File: src/hdl/srsw_pkg.sv
`default_nettype none

package srsw_pkg;

   // Width of the window size register and of the entry counters.
   localparam int CSR_W = 4;

   // Window size after reset, before any limit is applied.
   localparam logic [CSR_W-1:0] SIZE_RESET = 4'd8;

   // Controller states.
   typedef enum logic [2:0] {
      ST_IDLE,
      ST_STATUS,
      ST_SLIDE,
      ST_SCAN,
      ST_FINAL
   } state_type;

   // Kind of result loaded into the output register.
   typedef enum logic [1:0] {
      PUSH_NONE,
      PUSH_STATUS,
      PUSH_PEND,
      PUSH_FINAL
   } push_type;

   // Commands from the controller to the datapath.
   typedef struct packed {
      logic     accept;
      logic     slide_step;
      logic     scan_start;
      logic     scan_adv;
      logic     pend_load;
      push_type push;
   } cmd_type;

   // Status from the datapath to the controller.
   typedef struct packed {
      logic go_slide;
      logic slide_more;
      logic scan_done;
      logic scan_unmarked;
      logic pend_valid;
      logic out_free;
   } sts_type;

endpackage

`default_nettype wire

File: src/hdl/srsw_ctrl.sv
`default_nettype none

module srsw_ctrl (
   input  wire logic             clock,
   input  wire logic             reset,
   input  wire logic             req_valid,
   output logic                  req_ready,
   input  wire srsw_pkg::sts_type sts,
   output srsw_pkg::cmd_type     cmd
);
   import srsw_pkg::*;

   state_type state_ff;
   state_type state_in;

   // State register.
   always_ff @(posedge clock) begin
      if (reset) begin
         state_ff <= ST_IDLE;
      end else begin
         state_ff <= state_in;
      end
   end

   // Next state and commands.
   always_comb begin
      state_in       = state_ff;
      cmd            = '0;
      cmd.push       = PUSH_NONE;
      req_ready      = 1'b0;
      unique case (state_ff)
         ST_IDLE: begin
            req_ready = 1'b1;
            if (req_valid) begin
               cmd.accept = 1'b1;
               state_in   = sts.go_slide ? ST_SLIDE : ST_STATUS;
            end
         end
         ST_STATUS: begin
            if (sts.out_free) begin
               cmd.push = PUSH_STATUS;
               state_in = ST_IDLE;
            end
         end
         ST_SLIDE: begin
            // Walk the base past the run of acked entries.
            if (sts.slide_more) begin
               cmd.slide_step = 1'b1;
            end else begin
               cmd.scan_start = 1'b1;
               state_in       = ST_SCAN;
            end
         end
         ST_SCAN: begin
            // One found entry is held back so the final one can carry last.
            priority if (sts.scan_done) begin
               state_in = ST_FINAL;
            end else if (!sts.scan_unmarked) begin
               cmd.scan_adv = 1'b1;
            end else if (!sts.pend_valid) begin
               cmd.pend_load = 1'b1;
               cmd.scan_adv  = 1'b1;
            end else if (sts.out_free) begin
               cmd.push      = PUSH_PEND;
               cmd.pend_load = 1'b1;
               cmd.scan_adv  = 1'b1;
            end else begin
               // Wait here until the output register frees up.
               cmd.scan_adv = 1'b0;
            end
         end
         ST_FINAL: begin
            if (sts.out_free) begin
               cmd.push = PUSH_FINAL;
               state_in = ST_IDLE;
            end
         end
         default: begin
            state_in = ST_IDLE;
         end
      endcase
   end

endmodule

`default_nettype wire

File: src/hdl/srsw_dp.sv
`default_nettype none

module srsw_dp #(
   parameter int SEQ_SPACE  = 16,
   parameter int MAX_WINDOW = 8,
   parameter int SEQ_W      = $clog2(SEQ_SPACE)
) (
   input  wire logic                          clock,
   input  wire logic                          reset,
   input  wire logic                          csr_valid,
   input  wire logic [srsw_pkg::CSR_W-1:0]    csr_window_size,
   input  wire logic [SEQ_W-1:0]              req_ack_seq,
   input  wire srsw_pkg::cmd_type             cmd,
   output srsw_pkg::sts_type                  sts,
   output logic                               rsp_valid,
   input  wire logic                          rsp_ready,
   output logic                               rsp_ack_in_window,
   output logic                               rsp_slid,
   output logic [SEQ_W-1:0]                   rsp_new_base,
   output logic                               rsp_resend_valid,
   output logic [SEQ_W-1:0]                   rsp_resend_seq,
   output logic                               rsp_last
);
   import srsw_pkg::*;

   localparam int LIMIT = (MAX_WINDOW < SEQ_SPACE) ? MAX_WINDOW : SEQ_SPACE;
   localparam int CMP_W = (SEQ_W + 1 > CSR_W) ? SEQ_W + 1 : CSR_W;
   localparam logic [SEQ_W:0]   SPACE_L = (SEQ_W + 1)'(SEQ_SPACE);
   localparam logic [SEQ_W-1:0] TOP_SEQ = SEQ_W'(SEQ_SPACE - 1);

   // Window size with zero raised to one and large values saturated.
   function automatic logic [CSR_W-1:0] eff_size(input logic [CSR_W-1:0] raw);
      logic [CSR_W-1:0] s;
      s = (raw == '0) ? CSR_W'(1) : raw;
      if (int'(s) > LIMIT) s = CSR_W'(LIMIT);
      return s;
   endfunction

   // Next sequence number, wrapping at the top of the space.
   function automatic logic [SEQ_W-1:0] seq_inc(input logic [SEQ_W-1:0] p);
      return (p == TOP_SEQ) ? '0 : p + 1'b1;
   endfunction

   logic [CSR_W-1:0]     size_ff;
   logic [SEQ_W-1:0]     base_ff;
   logic [SEQ_W-1:0]     ptr_ff;
   logic [CSR_W-1:0]     cnt_ff;
   logic [SEQ_SPACE-1:0] mark_ff;
   logic                 inw_ff;
   logic                 pend_valid_ff;
   logic [SEQ_W-1:0]     pend_ff;
   logic                 rsp_valid_ff;
   logic                 inw_out_ff;
   logic                 slid_ff;
   logic [SEQ_W-1:0]     new_base_ff;
   logic                 rv_ff;
   logic [SEQ_W-1:0]     rs_ff;
   logic                 last_ff;

   logic [SEQ_W:0]       ack_ext;
   logic [SEQ_W-1:0]     ack_red;
   logic [SEQ_W:0]       ack_red_ext;
   logic [SEQ_W:0]       base_ext;
   logic [SEQ_W:0]       ack_offset;
   logic                 inw;
   logic                 cur_mark;

   // Ack reduced into the sequence space and its distance from the base.
   always_comb begin
      ack_ext     = {1'b0, req_ack_seq};
      ack_red     = (ack_ext >= SPACE_L) ? SEQ_W'(ack_ext - SPACE_L) : req_ack_seq;
      ack_red_ext = {1'b0, ack_red};
      base_ext    = {1'b0, base_ff};
      ack_offset  = (ack_red_ext >= base_ext) ? ack_red_ext - base_ext
                                              : ack_red_ext + SPACE_L - base_ext;
      inw         = CMP_W'(ack_offset) < CMP_W'(size_ff);
   end

   assign cur_mark = mark_ff[ptr_ff];

   // Status toward the controller.
   always_comb begin
      sts.go_slide      = inw && (ack_red == base_ff);
      sts.slide_more    = (cnt_ff < size_ff) && cur_mark;
      sts.scan_done     = (cnt_ff == size_ff);
      sts.scan_unmarked = !cur_mark;
      sts.pend_valid    = pend_valid_ff;
      sts.out_free      = !rsp_valid_ff || rsp_ready;
   end

   // Window size register.
   always_ff @(posedge clock) begin
      if (reset) begin
         size_ff <= eff_size(SIZE_RESET);
      end else if (csr_valid) begin
         size_ff <= eff_size(csr_window_size);
      end
   end

   // Window base, walking pointer, entry counter and acked marks.
   always_ff @(posedge clock) begin
      if (reset) begin
         base_ff       <= '0;
         ptr_ff        <= '0;
         cnt_ff        <= '0;
         mark_ff       <= '0;
         inw_ff        <= 1'b0;
         pend_valid_ff <= 1'b0;
      end else begin
         if (cmd.accept) begin
            inw_ff <= inw;
            ptr_ff <= base_ff;
            cnt_ff <= '0;
            if (inw) begin
               mark_ff[ack_red] <= 1'b1;
            end
         end
         if (cmd.slide_step) begin
            mark_ff[ptr_ff] <= 1'b0;
            base_ff         <= seq_inc(base_ff);
            ptr_ff          <= seq_inc(ptr_ff);
            cnt_ff          <= cnt_ff + 1'b1;
         end
         if (cmd.scan_start) begin
            cnt_ff        <= '0;
            pend_valid_ff <= 1'b0;
         end
         if (cmd.scan_adv) begin
            ptr_ff <= seq_inc(ptr_ff);
            cnt_ff <= cnt_ff + 1'b1;
         end
         if (cmd.pend_load) begin
            pend_valid_ff <= 1'b1;
         end
      end
   end

   // Held-back resend number.
   always_ff @(posedge clock) begin
      if (cmd.pend_load) begin
         pend_ff <= ptr_ff;
      end
   end

   // Output register valid.
   always_ff @(posedge clock) begin
      if (reset) begin
         rsp_valid_ff <= 1'b0;
      end else if (cmd.push != PUSH_NONE) begin
         rsp_valid_ff <= 1'b1;
      end else if (rsp_ready) begin
         rsp_valid_ff <= 1'b0;
      end
   end

   // Output register payload.
   always_ff @(posedge clock) begin
      unique case (cmd.push)
         PUSH_STATUS: begin
            inw_out_ff  <= inw_ff;
            slid_ff     <= 1'b0;
            new_base_ff <= base_ff;
            rv_ff       <= 1'b0;
            rs_ff       <= '0;
            last_ff     <= 1'b1;
         end
         PUSH_PEND: begin
            inw_out_ff  <= 1'b1;
            slid_ff     <= 1'b1;
            new_base_ff <= base_ff;
            rv_ff       <= 1'b1;
            rs_ff       <= pend_ff;
            last_ff     <= 1'b0;
         end
         PUSH_FINAL: begin
            inw_out_ff  <= 1'b1;
            slid_ff     <= 1'b1;
            new_base_ff <= base_ff;
            rv_ff       <= pend_valid_ff;
            rs_ff       <= pend_valid_ff ? pend_ff : '0;
            last_ff     <= 1'b1;
         end
         default: begin
         end
      endcase
   end

   assign rsp_valid         = rsp_valid_ff;
   assign rsp_ack_in_window = inw_out_ff;
   assign rsp_slid          = slid_ff;
   assign rsp_new_base      = new_base_ff;
   assign rsp_resend_valid  = rv_ff;
   assign rsp_resend_seq    = rs_ff;
   assign rsp_last          = last_ff;

endmodule

`default_nettype wire

File: src/hdl/selective_repeat_sender_window_unit.sv
`default_nettype none

// Sender window of selective-repeat ARQ. Each req beat carries one received
// ack number; an ack inside the window marks its entry, and an ack equal to
// the window base slides the base past the run of acked entries and then
// lists every unacked number of the new window as rsp beats, the final one
// with rsp_last set. Any other ack gives one status beat. The user must write
// the window size through the csr channel only while the block is idle; the
// block itself does not enforce this. A non-sliding ack passes through the
// status state, which waits for a free output register, before the next req
// beat is taken. With W window entries a sliding ack walks the acked marks
// one entry per cycle unless the rsp side stalls, sliding one to W steps and
// then scanning W steps for resends. No clearing pass is needed after reset.
module selective_repeat_sender_window_unit #(
   parameter int SEQ_SPACE  = 16,
   parameter int MAX_WINDOW = 8,
   parameter int SEQ_W      = $clog2(SEQ_SPACE)
) (
   input  wire logic                        clock,
   input  wire logic                        reset,
   input  wire logic                        csr_valid,
   output logic                             csr_ready,
   input  wire logic [srsw_pkg::CSR_W-1:0]  csr_window_size,
   input  wire logic                        req_valid,
   output logic                             req_ready,
   input  wire logic [SEQ_W-1:0]            req_ack_seq,
   output logic                             rsp_valid,
   input  wire logic                        rsp_ready,
   output logic                             rsp_ack_in_window,
   output logic                             rsp_slid,
   output logic [SEQ_W-1:0]                 rsp_new_base,
   output logic                             rsp_resend_valid,
   output logic [SEQ_W-1:0]                 rsp_resend_seq,
   output logic                             rsp_last
);
   import srsw_pkg::*;

   cmd_type cmd;
   sts_type sts;

   // Register writes are always taken.
   assign csr_ready = 1'b1;

   // Sequencer.
   srsw_ctrl u_ctrl (
      .clock     (clock),
      .reset     (reset),
      .req_valid (req_valid),
      .req_ready (req_ready),
      .sts       (sts),
      .cmd       (cmd)
   );

   // Window state and output register.
   srsw_dp #(
      .SEQ_SPACE  (SEQ_SPACE),
      .MAX_WINDOW (MAX_WINDOW),
      .SEQ_W      (SEQ_W)
   ) u_dp (
      .clock             (clock),
      .reset             (reset),
      .csr_valid         (csr_valid),
      .csr_window_size   (csr_window_size),
      .req_ack_seq       (req_ack_seq),
      .cmd               (cmd),
      .sts               (sts),
      .rsp_valid         (rsp_valid),
      .rsp_ready         (rsp_ready),
      .rsp_ack_in_window (rsp_ack_in_window),
      .rsp_slid          (rsp_slid),
      .rsp_new_base      (rsp_new_base),
      .rsp_resend_valid  (rsp_resend_valid),
      .rsp_resend_seq    (rsp_resend_seq),
      .rsp_last          (rsp_last)
   );

endmodule

`default_nettype wire

File: config.mk
export PLATFORM = sky130hd
export DESIGN_NAME = selective_repeat_sender_window_unit
export DESIGN_NICKNAME = d
export VERILOG_FILES = /design/src/hdl/srsw_pkg.sv /design/src/hdl/srsw_ctrl.sv /design/src/hdl/srsw_dp.sv /design/src/hdl/selective_repeat_sender_window_unit.sv
export SDC_FILE = /design/constraint.sdc
export NUM_CORES = 1
export LEC_CHECK = 0
export ABC_AREA = 0
export BUFFER_PORTS_ARGS = -buffer_cell sky130_fd_sc_hd__buf_2
export CAP_MARGIN = 40
export CORE_ASPECT_RATIO = 1.5
export CORE_MARGIN = 2
export CORE_UTILIZATION = 30
export CTS_CLUSTER_SIZE = 8
export DETAILED_ROUTE_END_ITERATION = 10
export PLACE_DENSITY = 0.57
export REMOVE_ABC_BUFFERS = 1
export SETUP_SLACK_MARGIN = 0.4
export SLEW_MARGIN = 20
export SYNTH_ARGS = -nofsm -noshare
export SYNTH_HDL_FRONTEND = slang
export SYNTH_SLANG_ARGS = --single-unit
File: constraint.sdc
create_clock -name clock -period 3.4 [get_ports clock]
set_input_delay 0.34 -clock clock [delete_from_list [all_inputs] [get_ports clock]]
set_output_delay 0.34 -clock clock [all_outputs]
set_load 0.01 [all_outputs]
Word level (Yosys, flattened, before mapping)
Cells that the tools add are included.
- flip-flop bits (word level): 54
- input port bits: 13
- output and inout port bits: 15
- logic and storage cells: 124
- $add $sub $neg: 6
- $lt $le $gt $ge: 8
- eq/ne operators: 15
- muxes and demuxes: 55
- bitwise logic cells: 3
- reductions and logical operators: 21
- operator list (kind ; number):
    $mux W16 ; 4
    $mux W4 ; 13
    $mux W3 ; 6
    $and A16 B16 Y16 ; 1
    $not A16 Y16 ; 1
    $or A16 B16 Y16 ; 1
    $mux W1 ; 15
    $add A4 B1 Y4 const B ; 3
    $mux W2 ; 6
    $pmux W3 S4 ; 1
    $pmux W4 S3 ; 1
    $lt A4 B5 Y1 const B ; 2
    $reduce_bool A2 Y1 ; 5
    $demux W1 S4 ; 2
    $eq A4 B4 Y1 ; 2
    $eq A4 B4 Y1 const B ; 2
    $ge A4 B1 Y1 const B ; 2
    $eq A3 B2 Y1 const B ; 2
    $ne A2 B2 Y1 const B ; 3
    $pmux W1 S2 ; 3
    $pmux W2 S3 ; 1
    $reduce_bool A3 Y1 ; 2
    $reduce_or A2 Y1 ; 3
    $add A4 B5 Y5 const B ; 1
    22 further kinds ; 26

Logic depth before layout (Yosys ltp)
Gate-level depths: netlist (run 1).
- word-level depth: 10
- mapped depth: 13
- depth with buffers taken out: 13

By module
From an unflattened synthesis (run 1), not the netlist that was laid out.
- cell total of the unflattened synthesis: 316
- area total of the unflattened synthesis: 2937.8 µm²
- by module, submodules not included (module ; times used ; cells an instance ; area each (µm²) ; seq. area each (µm²)):
    srsw_dp ; 1 ; 277 ; 2631.3 ; 1181.1
    srsw_ctrl ; 1 ; 37 ; 295.3 ; 60.1
    selective_repeat_sender_window_unit ; 1 ; 2 ; 11.3 ; 0.0

Worst setup path after synthesis (run 1)
OpenSTA, ideal clock, no wires.
- path kind: register -> register
- start: reg u_dp.base_ff[1]
- end: reg u_dp.mark_ff[11]
- library setup time: 0.095 ns
- arrival: 2.460 ns
- data required time: 3.305 ns
- path slack: 0.845 ns
- cell stages (with the launch flop): 13
- path buffers: 1
- clock period less this slack: 2.555 ns
- cells stage by stage: dfxtp_1 inv_1 ha_1 nor2b_1 o21ai_1 a21boi_1 nor2_1 ha_1 a21oi_1 o21a_1 clkbuf_1 nand4_1 a221oi_1
- longest elaborated chain between the ends: 8
- elaborated cells between the ends (all ways): 10
- those cells by class: add/sub (2); order compare (2); mux (5); bitwise (1)
- ends and longest elaborated chain (what ; RTL line ; source):
    from (decl) ; srsw_dp.sv:45 ; logic [SEQ_W-1:0] base_ff;
    from (signal assigned) ; srsw_dp.sv:120 ; base_ff <= seq_inc(base_ff);
    $sub A5 B4 Y5, or another cell as far along ; srsw_dp.sv:75 ; : ack_red_ext + SPACE_L - base_ext;
    $mux W5 * ; srsw_dp.sv:74 ; ack_offset = (ack_red_ext >= base_ext) ? ack_red_ext - base_ext
    $lt A5 B4 Y1 * ; srsw_dp.sv:76 ; inw = CMP_W'(ack_offset) < CMP_W'(size_ff);
    $mux W16 * ; srsw_dp.sv:114 ; if (inw) begin
    $mux W16 * ; srsw_dp.sv:110 ; if (cmd.accept) begin
    $mux W16 * ; srsw_dp.sv:102 ; if (reset) begin
    $and A16 B16 Y16 (no line) ; - ;
    $mux W16 * ; srsw_dp.sv:118 ; if (cmd.slide_step) begin
    to (signal assigned) ; srsw_dp.sv:106 ; mark_ff <= '0;
    to (signal, indexed assignment) ; srsw_dp.sv:115 ; mark_ff[ack_red] <= 1'b1;
    to (signal, indexed assignment) ; srsw_dp.sv:119 ; mark_ff[ptr_ff] <= 1'b0;
    to (decl) ; srsw_dp.sv:48 ; logic [SEQ_SPACE-1:0] mark_ff;
Every way passes the cells marked *; elsewhere a longest branch is shown, timed or not. The select of a mux whose other input is x is not followed.
A chain may end at the register's enable or synchronous reset.

Worst setup path after layout (run 1)
- start: reg u_dp.base_ff[1]
- end: reg u_dp.mark_ff[5]
The elaborated chain is that of the path after synthesis.

==> PnR_summary.wiki, run 1 <==
{| class="wikitable"
! Metric !! Value
|-
| Fin. Hold Viols || 0
|-
| Sequential share of the synthesized area || 0.406
|-
| Antenna diode instance count || 0
|-
| FF/Latch Area || 0.00124 mm2
|-
| Most used standard cell by instance count after synthesis || sky130_fd_sc_hd__dfxtp_1
|-
| Non-filler cells, final || 467
|-
| Net count, final || 381
|-
| Data arrival, critical path || 2970 ps
|-
| Number of antenna violations at the first check in global routing || 0
|-
| Share of total power in the clock network || 0.376
|-
| Largest cells by area after synthesis || sky130_fd_sc_hd__dfxtp_1 (25%), sky130_fd_sc_hd__edfxtp_1 (16%), sky130_fd_sc_hd__ha_1 (7.0%)
|-
| Number of antenna-violating nets in the routed design || 0
|-
| Slew @ Worst Pin || 749 ps
|-
| Run status || finished clean
|-
| Post-synthesis cell type count || 58
|-
| Final period utilization || 0.810
|-
| Fraction of power consumed by sequential logic || 0.482
|-
| Filler Cells Inserted || 1039
|-
| # rows || 45
|-
| DRC violation total after the first TritonRoute iteration || 162
|-
| Proportion of netlist area held by the largest area contributor || 0.249
|-
| Highest clock frequency the design can meet || 363 MHz
|-
| Area used by multi-input combinational logic || 0.00170 mm2
|-
| Hold Worst Slack || 315 ps
|-
| GPL Wtd Cong || 0.786
|-
| Largest incremental delay on the critical path || 380 ps
|-
| Largest net degree at the start of global routing || 34
|-
| Internal || 1.10 mW
|-
| Detailed-route wire length || 7160 um
|-
| Netlist area before placement || 0.00306 mm2
|-
| Detailed-route via count || 2495
|-
| Fraction of layout cells with a size suffix above 1 || 0.177
|-
| Vertical die dimension || 128 um
|-
| Number of primary I/O pins || 28
|-
| PortBufs || 26
|-
| Power density over cell area || 419 mW/mm2
|-
| Final routed wire length divided by cell count || 15.3 um
|-
| Clock slew at reported path FFs || 70 ps
|-
| Initial standard-cell utilization of the core || 0.305
|-
| Total negative slack for setup checks || 0 ps
|-
| Post-detail-place hpwl || 5540 um
|-
| Critical Setup Path Class || reg -> reg
|-
| Switching power || 0.367 mW
|-
| Final min period || 2750 ps
|-
| Switching power share of the total || 0.250
|-
| Max-slew violations || 0
|-
| Most area-hungry cell type in the Yosys netlist || sky130_fd_sc_hd__dfxtp_1
|-
| Total DRC errors in the routed layout || 0
|-
| Number of CTS-inserted buffers || 5
|-
| Setup crit start kind || register
|-
| Met3 Resource Use GR || 0.0207
|-
| First-pass GRT wire length || 11900 um
|-
| Standard cell with the maximum stage delay on the critical path || sky130_fd_sc_hd__dfxtp_2
|-
| Worst Setup End Kind || register
|-
| DR pass1 iterations || 4
|-
| Die W || 86.4 um
|-
| FFs w/ async S/R, synth || 0
|-
| Number of warnings issued by yosys || 0
|-
| Root buffer selected by CTS || sky130_fd_sc_hd__clkbuf_16
|-
| Die area || 0.0110 mm2
|-
| Met1 Resource Use GR || 0.154
|-
| Family with the most delay on the worst path || compound AO/OA/AOI/OAI gates
|-
| Tightest Hold Check Type || in -> reg
|-
| Pleak || 1.26 nW
|-
| Cell count after synthesis || 329
|-
| CTS tree || yes
|-
| Mean cell area of the mapped netlist || 9.29 um2
|-
| Setup violations, final || 0
|-
| Total of hold buffers inserted after clock tree synthesis || 0
|-
| Max FO, Critical Path || 7
|-
| Buffer levels on the longest clock path || 2
|-
| # Max-Cap Violations || 0
|-
| Maximum level of the CTS H-tree || 2
|-
| Layout Area Growth over Synthesis || 14.8%
|-
| Most frequent cells after synthesis || sky130_fd_sc_hd__dfxtp_1 (38), sky130_fd_sc_hd__nand2_1 (26), sky130_fd_sc_hd__inv_1 (25)
|-
| Overall global routing resource usage || 0.136
|-
| Flip-flop cell with the highest count after synthesis || sky130_fd_sc_hd__dfxtp_1
|-
| Instance count after placement with tap cells included || 460
|-
| Met2 capacity usage during global routing || 0.247
|-
| Power consumption || 1.47 mW
|-
| Maximum resistive drop on vdd || 0.171 mV
|-
| Final Instance Area || 0.00351 mm2
|-
| Drt via density || 5.34
|-
| Number of global-route vias before repair || 2405
|-
| Area of placed instances || 0.00329 mm2
|-
| Unrepaired setup endpoints after global routing || false
|-
| Number of sinks on the clock net || 54
|-
| FF+latch count, synth || 54
|-
| WP buf/inv || 1
|-
| Grt total ovfl || 0
|-
| Required @ worst endpoint || 3610 ps
|-
| Clock skew after layout || 6.40 ps
|-
| Peak-usage layer in the global routing report || met2
|-
| Combinational share of power || 0.142
|-
| Series of cell instances along the critical path || inv_1, ha_1, nor2b_1, o21ai_1, nand2_1, nor2_1, nor2_1, ha_1, a21oi_2, o21ai_4, nor4_2, a31oi_1, a211oi_1
|-
| EDFF count, synth || 16
|-
| Area of the core || 0.0100 mm2
|-
| Max-Slew Margin vs Limit || 0.496
|-
| Clock latency of the later-clocked register in the worst-skew pair || 290 ps
|}
what timing repair did:
action,in CTS,in global routing
endpoints found under the setup margin,0,15
buffers inserted,0,0
gates resized for setup,0,12
power groups by stage:
stage	sequential, mW	clock [mW]	combinational [mW]
final	0.708	0.553	0.208
after global placement	0.723	0	0.194
after CTS	0.708	0.565	0.197
after global routing	0.712	0.584	0.232
after floorplan	0.732	0	0.110
after detailed placement	0.723	0	0.197
per-stage QoR:
| stage | utilization | setup WS [ps] |
|---|---|---|
| floorplan | - | 766 |
| global placement | 0.328 | 506 |
| detailed placement | 0.328 | 447 |
| CTS | 0.345 | 454 |
| global route | 0.350 | 400 |
| finish | 0.350 | 645 |
worst min-delay path, stage by stage:
cell                        delay (ps)
sky130_fd_sc_hd__buf_2             100
sky130_fd_sc_hd__a2bb2oi_1          60
sky130_fd_sc_hd__nor2_1             80
layout make-up:
cell class	count	area share
Multi-Input combinational cell	234	0.485
Tap cell	117	0.0417
Clock buffer	7	0.0467
Timing Repair Buffer	30	0.0456
Inverter	25	0.0267
Sequential cell	54	0.354
cell families after synthesis:
logic type                 Yosys count  synth area share
and+or+nand+nor                    118             0.201
AOI/OAI and AO/OA                   83             0.207
DFF                                 54             0.406
buffers and inverters               41            0.0544
adders and majority gates           18            0.0761
muxes                               12            0.0483
xor gates and xnor gates             2           0.00573
other                                1           0.00123
layout by cell type, fill, tap and decap left out, drive strengths merged, types with 8 or more instances in the layout:
cell type | netlist | final
a221oi | 10 | 10
ha | 17 | 17
edfxtp | 16 | 16
nand4 | 12 | 12
nor4 | 11 | 11
a211oi | 12 | 12
mux2i | 8 | 8
dfxtp | 38 | 38
a21oi | 16 | 16
o21ai | 11 | 11
nor2 | 20 | 20
buf | 3 | 30
nor3 | 10 | 10
nand2 | 27 | 27
a31oi | 12 | 12
inv | 25 | 25
worst paths after layout:
check / startpoint / endpoint / slack [ps] / depth (start not counted)
hold reg to reg: u_dp.mark_ff[12]$_SDFF_PP0_ / u_dp.mark_ff[12]$_SDFF_PP0_ / 470 / 2
hold / removal: csr_window_size[1] / u_dp.size_ff[1]$_SDFFE_PP0P_ / 320 / 3
setup reg to reg: u_dp.base_ff[1]$_SDFFE_PP0P_ / u_dp.mark_ff[5]$_SDFF_PP0_ / 650 / 13
setup / recovery: u_dp.base_ff[1]$_SDFFE_PP0P_ / u_dp.mark_ff[5]$_SDFF_PP0_ / 650 / 13
state kept, by name (all words and copies together) (netlist names):
signal	cells
u_dp.cnt_ff	4
u_dp.rsp_resend_valid	1
u_dp.mark_ff	16
u_dp.rsp_valid	1
u_dp.pend_valid_ff	1
u_dp.rsp_ack_in_window	1
u_dp.inw_ff	1
u_ctrl.state_ff	3
u_dp.rsp_last	1
u_dp.rsp_slid	1
u_dp.size_ff	4
u_dp.rsp_new_base	4
u_dp.ptr_ff	4
u_dp.rsp_resend_seq	4
u_dp.pend_ff	4
u_dp.base_ff	4
layer usage:
| metal | routed length [um] | vias to the layer above |
|---|---|---|
| met5 | 0 | - |
| met4 | 226 | 0 |
| met3 | 190 | 14 |
| met2 | 3710 | 44 |
| met1 | 3030 | 1173 |
| li1 | - | 1264 |
Note: power is estimated with default switching activity, not from simulation.
==> run 2, diff against run 1 <==
--- a/config.mk
+++ b/config.mk
@@ -5,7 +5,7 @@
 export SDC_FILE = /design/constraint.sdc
 export NUM_CORES = 1
 export LEC_CHECK = 0
-export ABC_AREA = 0
+export ABC_AREA = 1
 export BUFFER_PORTS_ARGS = -buffer_cell sky130_fd_sc_hd__buf_2
 export CAP_MARGIN = 40
 export CORE_ASPECT_RATIO = 1.5
==> constraint.sdc (replaced) <==
create_clock -name clock -period 2.7 [get_ports clock]
set_input_delay 0.27 -clock clock [delete_from_list [all_inputs] [get_ports clock]]
set_output_delay 0.27 -clock clock [all_outputs]
set_load 0.01 [all_outputs]
==> run 2 against run 1 <==
  * Critical path depth rose by 1
  * Critical path type unchanged
  * Synthesized cell count rose by 35%
  * Die area rose by 2.5%
  * Clock skew rose by 1.1 ps
  * Sequential power rose by 33%
  * Critical endpoint is now u_dp.mark_ff[2]$_SDFF_PP0_
  * Global-route usage fell by 0.066 points
==> PnR_summary.wiki, run 2 <==
{| class="wikitable"
! Metric !! Value
|-
| FFs w/ async S/R, synth || 0 (unchanged)
|-
| FF+latch count, synth || 54 (unchanged)
|-
| Drt via density || 4.62 (-13%)
|-
| Number of global-route vias before repair || 2671 (+11%)
|-
| Setup violations, final || 0 (unchanged)
|-
| Final period utilization || 0.893 (+0.0831)
|-
| EDFF count, synth || 16 (unchanged)
|-
| Maximum level of the CTS H-tree || 2 (unchanged)
|-
| Max reg flops || 16 (unchanged)
|-
| Vertical die dimension || 129 um (+1.3%)
|-
| GPL Wtd Cong || 0.827 (+5.2%)
|-
| Max-Slew Margin vs Limit || 0.469 (-0.0274)
|-
| Final routed wire length divided by cell count || 12.1 um (-21%)
|-
| Source of the worst hold timing path || csr_window_size[2]
|-
| Buffer levels on the longest clock path || 2 (unchanged)
|-
| Fin. Hold Viols || 0 (unchanged)
|-
| Antenna diode instance count || 0 (unchanged)
|-
| Area used by multi-input combinational logic || 0.00164 mm2 (-3.5%)
|-
| Cell count after synthesis || 443 (+35%)
|-
| Number of warnings issued by yosys || 0 (unchanged)
|-
| # rows || 45 (unchanged)
|-
| Largest net degree at the start of global routing || 24 (-29%)
|-
| Netlist area before placement || 0.00314 mm2 (+2.6%)
|-
| Number of CTS-inserted buffers || 5 (unchanged)
|-
| Total of hold buffers inserted after clock tree synthesis || 0 (unchanged)
|-
| Instance count after placement with tap cells included || 581 (+26%)
|-
| Mean cell area of the mapped netlist || 7.08 um2 (-24%)
|-
| First-pass GRT wire length || 12000 um (+1.3%)
|-
| Register bank with the most flops || u_dp.mark_ff
|-
| Tightest Hold Check Type || in -> reg
|-
| Most used standard cell by instance count after synthesis || sky130_fd_sc_hd__nand2_1
|-
| Maximum resistive drop on vdd || 0.302 mV (+76%)
|-
| Final min period || 2410 ps (-343 ps)
|-
| Total DRC errors in the routed layout || 0 (unchanged)
|-
| Root buffer selected by CTS || sky130_fd_sc_hd__clkbuf_16
|-
| DRC violation total after the first TritonRoute iteration || 74 (-54%)
|-
| Highest clock frequency the design can meet || 415 MHz (+14%)
|-
| Total negative slack for setup checks || 0 ps (unchanged)
|-
| Setup crit start kind || register
|-
| Clock latency of the later-clocked register in the worst-skew pair || 300 ps (about the same)
|-
| Worst hold path cell count || 3 (unchanged)
|-
| Non-filler cells, final || 596 (+28%)
|-
| Most frequent cells after synthesis || sky130_fd_sc_hd__nand2_1 (115), sky130_fd_sc_hd__nor2_1 (75), sky130_fd_sc_hd__inv_1 (64)
|-
| Top library cells by usage in the layout, fill and taps aside || sky130_fd_sc_hd__nand2_1 (110), sky130_fd_sc_hd__nor2_1 (75), sky130_fd_sc_hd__inv_1 (61)
|-
| Worst Setup End Kind || register
|-
| # Max-Cap Violations || 0 (unchanged)
|-
| Proportion of netlist area held by the largest area contributor || 0.243 (-0.00635)
|-
| Number of antenna violations at the first check in global routing || 0 (unchanged)
|-
| Required @ worst endpoint || 2940 ps (-670 ps)
|-
| Setup WS pre-CTS || 13.2 ps (-434 ps)
|-
| Most area-hungry cell type in the Yosys netlist || sky130_fd_sc_hd__dfxtp_1
|-
| Die area || 0.0113 mm2 (+2.5%)
|-
| Critical path startpoint || u_dp.base_ff[0]$_SDFFE_PP0P_
|-
| Number of primary I/O pins || 28 (unchanged)
|-
| Final Instance Area || 0.00370 mm2 (+5.4%)
|-
| Slew @ Worst Pin || 796 ps (+47.2 ps)
|-
| Depth of the worst register-to-register path || 14 (+1)
|-
| Critical Setup Path Class || reg -> reg
|-
| Layout Area Growth over Synthesis || 17.9%
|-
| Pleak || 1.75 nW (+39%)
|-
| Initial standard-cell utilization of the core || 0.310 (+0.00451)
|-
| Max FO, Critical Path || 4 (-3)
|-
| Clock skew after layout || 7.45 ps (+1.05 ps)
|-
| Power density over cell area || 550 mW/mm2 (+31%)
|-
| Overall global routing resource usage || 0.136 (-0.000659)
|-
| Max-slew violations || 0 (unchanged)
|-
| Post-detail-place hpwl || 5360 um (-3.4%)
|-
| Data arrival, critical path || 2650 ps (-320 ps)
|-
| Net count, final || 509 (+34%)
|-
| Clock slew at reported path FFs || 80 ps (about the same)
|-
| DR pass1 iterations || 4 (unchanged)
|-
| Beginning of the worst register-to-register path || u_dp.base_ff[0]$_SDFFE_PP0P_
|-
| Number of sinks on the clock net || 54 (unchanged)
|-
| Area of placed instances || 0.00338 mm2 (+2.6%)
|-
| Largest cells by area after synthesis || sky130_fd_sc_hd__dfxtp_1 (24%), sky130_fd_sc_hd__edfxtp_1 (15%), sky130_fd_sc_hd__nand2_1 (14%)
|-
| PortBufs || 26 (unchanged)
|-
| CTS tree || yes
|-
| Number of antenna-violating nets in the routed design || 0 (unchanged)
|-
| Fraction of layout cells with a size suffix above 1 || 0.180 (+0.00240)
|-
| Flip-flop cell with the highest count after synthesis || sky130_fd_sc_hd__dfxtp_1
|-
| Detailed-route via count || 2755 (+10%)
|-
| Filler Cells Inserted || 1063 (+2.3%)
|-
| Commonest non-fill, non-tap cell in the layout || sky130_fd_sc_hd__nand2_1
|-
| Die W || 87.5 um (+1.2%)
|-
| FF/Latch Area || 0.00125 mm2 (+0.40%)
|-
| Sequential share of the synthesized area || 0.396 (-0.0104)
|-
| Grt total ovfl || 0 (unchanged)
|-
| Unrepaired setup endpoints after global routing || true
|-
| Final worst slack || 288 ps (-357 ps)
|-
| Detailed-route wire length || 7190 um (+0.36%)
|-
| Post-synthesis cell type count || 33 (-43%)
|-
| Area of the core || 0.0101 mm2 (+1.1%)
|-
| Run status || finished clean
|}
## run 2: changes by cell type in the layout (fill, tap and decap cells not counted), moves of 9 or more
cell                       before  now
sky130_fd_sc_hd__a221oi_1       9    0
sky130_fd_sc_hd__a31oi_1       12    1
sky130_fd_sc_hd__inv_1         25   61
sky130_fd_sc_hd__nand2_1       26  110
sky130_fd_sc_hd__nand2_2        1   15
sky130_fd_sc_hd__nand3_1        7   19
sky130_fd_sc_hd__nor2_1        20   75
## run 2: kinds of logic (layout without fill, tap and decap cells)
kind of cell	count (synthesis)	after routing	share of synthesized area
flip-flops	54	54	0.396
buffers and inverters	78	114	0.104
adder cells (fa/ha/maj)	18	18	0.0742
AO/OA/AOI/OAI	48	48	0.0846
AND/OR/NAND/NOR	237	237	0.321
XOR/XNOR	7	7	0.0195
other	1	1	0.00120
## run 2: report_power, final
group	switching (mW)	internal [mW]	total, mW	leakage (nW)
clock network	0.329	0.356	0.686	0.0763
logic	0.248	0.154	0.402	1.21
registers	0.0246	0.920	0.945	0.467
total	0.602	1.43	2.03	1.75
## run 2: per-stage QoR
step                utilization  power, mW  hold slack (ps)
floorplan                     -       1.20              339
global placement          0.333       1.32              451
detailed placement        0.333       1.33              460
CTS                       0.358       2.03              229
global route              0.365       2.13              226
finish                    0.365       2.03              228
## run 2: per-layer routing
layer	up-vias	global-route usage	part of all wire
met5	-	0	0
met4	0	0.0443	0.015
met3	5	0.0204	0.022
met2	38	0.260	0.52
met1	1261	0.149	0.44
li1	1451	-	-
## run 2: area by class of cell
class | count | area share
timing repair buffer | 37 | 0.0677
sequential | 54 | 0.338
clock buffer | 5 | 0.0338
inverter | 69 | 0.0700
clock inverter | 3 | 0.00778
tap | 117 | 0.0396
multi-input combinational | 311 | 0.444
## run 2: what timing repair did
item,4_1_cts,5_1_grt
buffers inserted,4,2
gates cloned,0,1
endpoints found under the hold margin,0,0
gates resized for setup,14,10
pin swaps,5,12
endpoints found under the setup margin,19,31
## run 2: worst max-delay path, stage by stage, from the launching register on
cell and delay, ps:
sky130_fd_sc_hd__dfxtp_4 380, sky130_fd_sc_hd__ha_4 140, sky130_fd_sc_hd__inv_2 40, sky130_fd_sc_hd__fa_2 550, sky130_fd_sc_hd__ha_4 200, sky130_fd_sc_hd__a21oi_2 120, sky130_fd_sc_hd__o21bai_1 100, sky130_fd_sc_hd__a21oi_2 140
sky130_fd_sc_hd__nand2_2 110, sky130_fd_sc_hd__nor2_8 160, sky130_fd_sc_hd__clkbuf_16 170, sky130_fd_sc_hd__nand2_1 50, sky130_fd_sc_hd__nand2_1 50, sky130_fd_sc_hd__nand2_1 50, sky130_fd_sc_hd__nor2_1 110
## run 2: final timing paths
kind / endpoint / slack, ps
setup / recovery: u_dp.mark_ff[2]$_SDFF_PP0_ / 290
hold / removal: u_dp.size_ff[2]$_SDFFE_PP0P_ / 230
setup reg to reg: u_dp.mark_ff[2]$_SDFF_PP0_ / 290
hold reg to reg: u_dp.inw_ff$_SDFFE_PP0P_ / 470
==> run 3, diff against run 2 <==
--- a/config.mk
+++ b/config.mk
@@ -7,7 +7,6 @@
 export LEC_CHECK = 0
 export ABC_AREA = 1
 export BUFFER_PORTS_ARGS = -buffer_cell sky130_fd_sc_hd__buf_2
-export CAP_MARGIN = 40
 export CORE_ASPECT_RATIO = 1.5
 export CORE_MARGIN = 2
 export CORE_UTILIZATION = 30
@@ -15,7 +14,6 @@
 export DETAILED_ROUTE_END_ITERATION = 10
 export PLACE_DENSITY = 0.57
 export REMOVE_ABC_BUFFERS = 1
-export SETUP_SLACK_MARGIN = 0.4
 export SLEW_MARGIN = 20
 export SYNTH_ARGS = -nofsm -noshare
 export SYNTH_HDL_FRONTEND = slang
==> run 3 against run 2 <==
  * Clock skew about the same
  * Cell count down 0.67%
  * First-iteration DRC count increased by 32%
  * Global-route usage is 0.28 points lower
  * Die area is the same
  * Clock power about the same
  * Fmax shrank 5.0%
  * Design area is 2.9% lower
  * Sequential share of layout area is 0.86 points higher
  * Utilization is 1.0 points lower
  * Critical endpoint is now u_dp.mark_ff[14]$_SDFF_PP0_
==> PnR_summary.wiki, run 3 (same netlist as run 2, synthesis figures left out) <==
{| class="wikitable"
! Metric !! Value
|-
| Max-Slew Margin vs Limit || 0.479 (+0.0102)
|-
| Top library cells by usage in the layout, fill and taps aside || sky130_fd_sc_hd__nand2_1 (115), sky130_fd_sc_hd__nor2_1 (75), sky130_fd_sc_hd__inv_1 (64)
|-
| Series of cell instances along the critical path || ha_2, inv_1, fa_2, ha_1, a21oi_1, o21bai_1, a21oi_2, nand2_4, nor2_8, buf_12, nand2_2, nand2_1, nand2_1, nor2_1
|-
| Combinational share of power || 0.191 (-0.007)
|-
| Number of global-route vias before repair || 2625 (-1.7%)
|-
| Drt via density || 4.65 (+0.68%)
|-
| Number of primary I/O pins || 28 (unchanged)
|-
| Switching power share of the total || 0.297 (+0.00105)
|-
| Max FO, Critical Path || 8 (+4)
|-
| Worst hold path cell count || 3 (unchanged)
|-
| Non-filler cells, final || 592 (-0.67%)
|-
| # rows || 45 (unchanged)
|-
| Highest clock frequency the design can meet || 394 MHz (-5.0%)
|-
| Max-slew violations || 0 (unchanged)
|-
| GPL Wtd Cong || 0.827 (unchanged)
|-
| Source of the worst hold timing path || csr_window_size[2]
|-
| Tightest Hold Check Type || in -> reg
|-
| Run status || finished clean
|-
| Total of hold buffers inserted after clock tree synthesis || 0 (unchanged)
|-
| Clock latency of the later-clocked register in the worst-skew pair || 300 ps (about the same)
|-
| Total DRC errors in the routed layout || 0 (unchanged)
|-
| Slew @ Worst Pin || 780 ps (-15.3 ps)
|-
| Data arrival, critical path || 2780 ps (+130 ps)
|-
| Unrepaired setup endpoints after global routing || false
|-
| Final worst slack || 162 ps (-126 ps)
|-
| Final period utilization || 0.940 (+0.0466)
|-
| Root buffer selected by CTS || sky130_fd_sc_hd__clkbuf_16
|-
| Vertical die dimension || 129 um (unchanged)
|-
| Final min period || 2540 ps (+126 ps)
|-
| # Max-Cap Violations || 0 (unchanged)
|-
| Internal || 1.42 mW (-0.98%)
|-
| Layout Area Growth over Synthesis || 14.5%
|-
| Largest net degree at the start of global routing || 24 (unchanged)
|-
| Die area || 0.0113 mm2 (unchanged)
|-
| Standard cell with the maximum stage delay on the critical path || sky130_fd_sc_hd__fa_2
|-
| Terminus of the critical flop-to-flop path || u_dp.mark_ff[14]$_SDFF_PP0_
|-
| Critical path startpoint || u_dp.base_ff[0]$_SDFFE_PP0P_
|-
| Final routed wire length divided by cell count || 12.0 um (-0.39%)
|-
| Fin. Hold Viols || 0 (unchanged)
|-
| Number of sinks on the clock net || 54 (unchanged)
|-
| Switching power || 0.599 mW (-0.48%)
|-
| Clock skew after layout || 7.37 ps (-0.0829 ps)
|-
| Detailed-route wire length || 7110 um (-1.1%)
|-
| Power density over cell area || 561 mW/mm2 (+2.1%)
|-
| First-pass GRT wire length || 11800 um (-1.9%)
|-
| Maximum level of the CTS H-tree || 2 (unchanged)
|-
| PortBufs || 26 (unchanged)
|-
| Number of antenna-violating nets in the routed design || 0 (unchanged)
|-
| Setup violations, final || 0 (unchanged)
|-
| Antenna diode instance count || 0 (unchanged)
|-
| Detailed-route via count || 2755 (unchanged)
|-
| Setup WS pre-CTS || 13.2 ps (unchanged)
|-
| Pleak || 1.69 nW (-3.4%)
|-
| Initial standard-cell utilization of the core || 0.310 (unchanged)
|-
| R2R Setup Slk || 160 ps (-130 ps)
|-
| Instance count after placement with tap cells included || 581 (unchanged)
|-
| Post-detail-place hpwl || 5360 um (unchanged)
|-
| Total negative slack for setup checks || 0 ps (unchanged)
|-
| Area of the core || 0.0101 mm2 (unchanged)
|-
| Family with the most delay on the worst path || adder cells
|-
| Share of total power in the clock network || 0.340 (+0.003)
|-
| Overall global routing resource usage || 0.133 (-0.00276)
|-
| CTS tree || yes
|-
| Beginning of the worst register-to-register path || u_dp.base_ff[0]$_SDFFE_PP0P_
|-
| Clock slew at reported path FFs || 80 ps (about the same)
|-
| Register bank with the most flops || u_dp.mark_ff
|-
| Net count, final || 505 (-0.79%)
|-
| Commonest non-fill, non-tap cell in the layout || sky130_fd_sc_hd__nand2_1
|-
| Die W || 87.5 um (unchanged)
|-
| Setup crit start kind || register
|-
| DRC violation total after the first TritonRoute iteration || 98 (+32%)
|-
| Filler Cells Inserted || 1065 (+0.19%)
|-
| Cell type with the highest occurrence count on the critical path || sky130_fd_sc_hd__nand2_1
|-
| Capture endpoint of the worst hold path || u_dp.size_ff[2]$_SDFFE_PP0P_
|-
| Number of CTS-inserted buffers || 5 (unchanged)
|-
| WP buf/inv || 2 (unchanged)
|-
| Fraction of power consumed by sequential logic || 0.469 (+0.004)
|-
| Depth of the worst register-to-register path || 14 (unchanged)
|-
| Fraction of layout cells with a size suffix above 1 || 0.149 (-0.0301)
|-
| Number of antenna violations at the first check in global routing || 0 (unchanged)
|-
| Required @ worst endpoint || 2940 ps (about the same)
|-
| Worst Setup End Kind || register
|-
| Critical Setup Path Class || reg -> reg
|-
| Maximum resistive drop on vdd || 0.297 mV (-1.5%)
|-
| DR pass1 iterations || 4 (unchanged)
|-
| Power consumption || 2.02 mW (-0.83%)
|-
| Max reg flops || 16 (unchanged)
|-
| Grt total ovfl || 0 (unchanged)
|-
| Largest incremental delay on the critical path || 520 ps (-30 ps)
|-
| Buffer levels on the longest clock path || 2 (unchanged)
|}
## run 3: power by group through the flow
stage	logic (mW)	clock network, mW	registers [mW]
final	0.384	0.686	0.945
after global routing	0.436	0.731	0.953
after CTS	0.363	0.699	0.946
after detailed placement	0.361	0	0.965
after global placement	0.359	0	0.963
after floorplan	0.204	0	0.998
## run 3: timing repair
| action | CTS | global route |
|---|---|---|
| gates resized for setup | 0 | 8 |
| buffers inserted | 0 | 2 |
| endpoints found under the setup margin | 0 | 17 |
## run 3: worst reg2reg max path, delay by kind of cell, from the launching register on
family / cells / cell delay, ps
compound gates: 3 / 440
buf+inv: 2 / 210
flops: 1 / 370
fa+ha+maj: 3 / 950
simple gates: 6 / 510
## run 3: area by class of cell
class / count / area [um2] / area share
inverter: 69 / 259 / 0.0721
clock buffer: 5 / 125 / 0.0348
timing repair buffer: 32 / 188 / 0.0522
sequential: 54 / 1240 / 0.346
multi-input combinational: 312 / 1600 / 0.446
tap: 117 / 146 / 0.0408
clock inverter: 3 / 28.8 / 0.00801
## run 3: stage by stage
| step | instance area (um2) | hold slack, ps | utilization |
|---|---|---|---|
| 2_1_floorplan | 3070 | 339 | - |
| 3_3_place_gp | 3380 | 451 | 0.333 |
| 3_5_place_dp | 3380 | 460 | 0.333 |
| 4_1_cts | 3530 | 229 | 0.348 |
| 5_1_grt | 3590 | 226 | 0.354 |
| 6_report | 3590 | 232 | 0.354 |
## run 3: layer usage
metal | share of wire | vias to the layer above | routed length [um] | track usage
li1 | - | 1444 | - | -
met1 | 0.45 | 1262 | 3190 | 0.147
met2 | 0.51 | 41 | 3640 | 0.252
met3 | 0.022 | 8 | 153 | 0.0204
met4 | 0.018 | 0 | 129 | 0.0443
met5 | 0 | - | 0 | 0
## run 3: worst max-delay path by stage
stage | slack, ps | end | cells past startpoint
detailed placement | 10 | u_dp.mark_ff[1]$_SDFF_PP0_ | 16
global route | 20 | u_dp.mark_ff[12]$_SDFF_PP0_ | 14
global placement | 60 | u_dp.mark_ff[1]$_SDFF_PP0_ | 16
floorplan | 360 | u_dp.mark_ff[1]$_SDFF_PP0_ | 14
CTS | 80 | u_dp.mark_ff[1]$_SDFF_PP0_ | 14
finish | 160 | u_dp.mark_ff[14]$_SDFF_PP0_ | 14
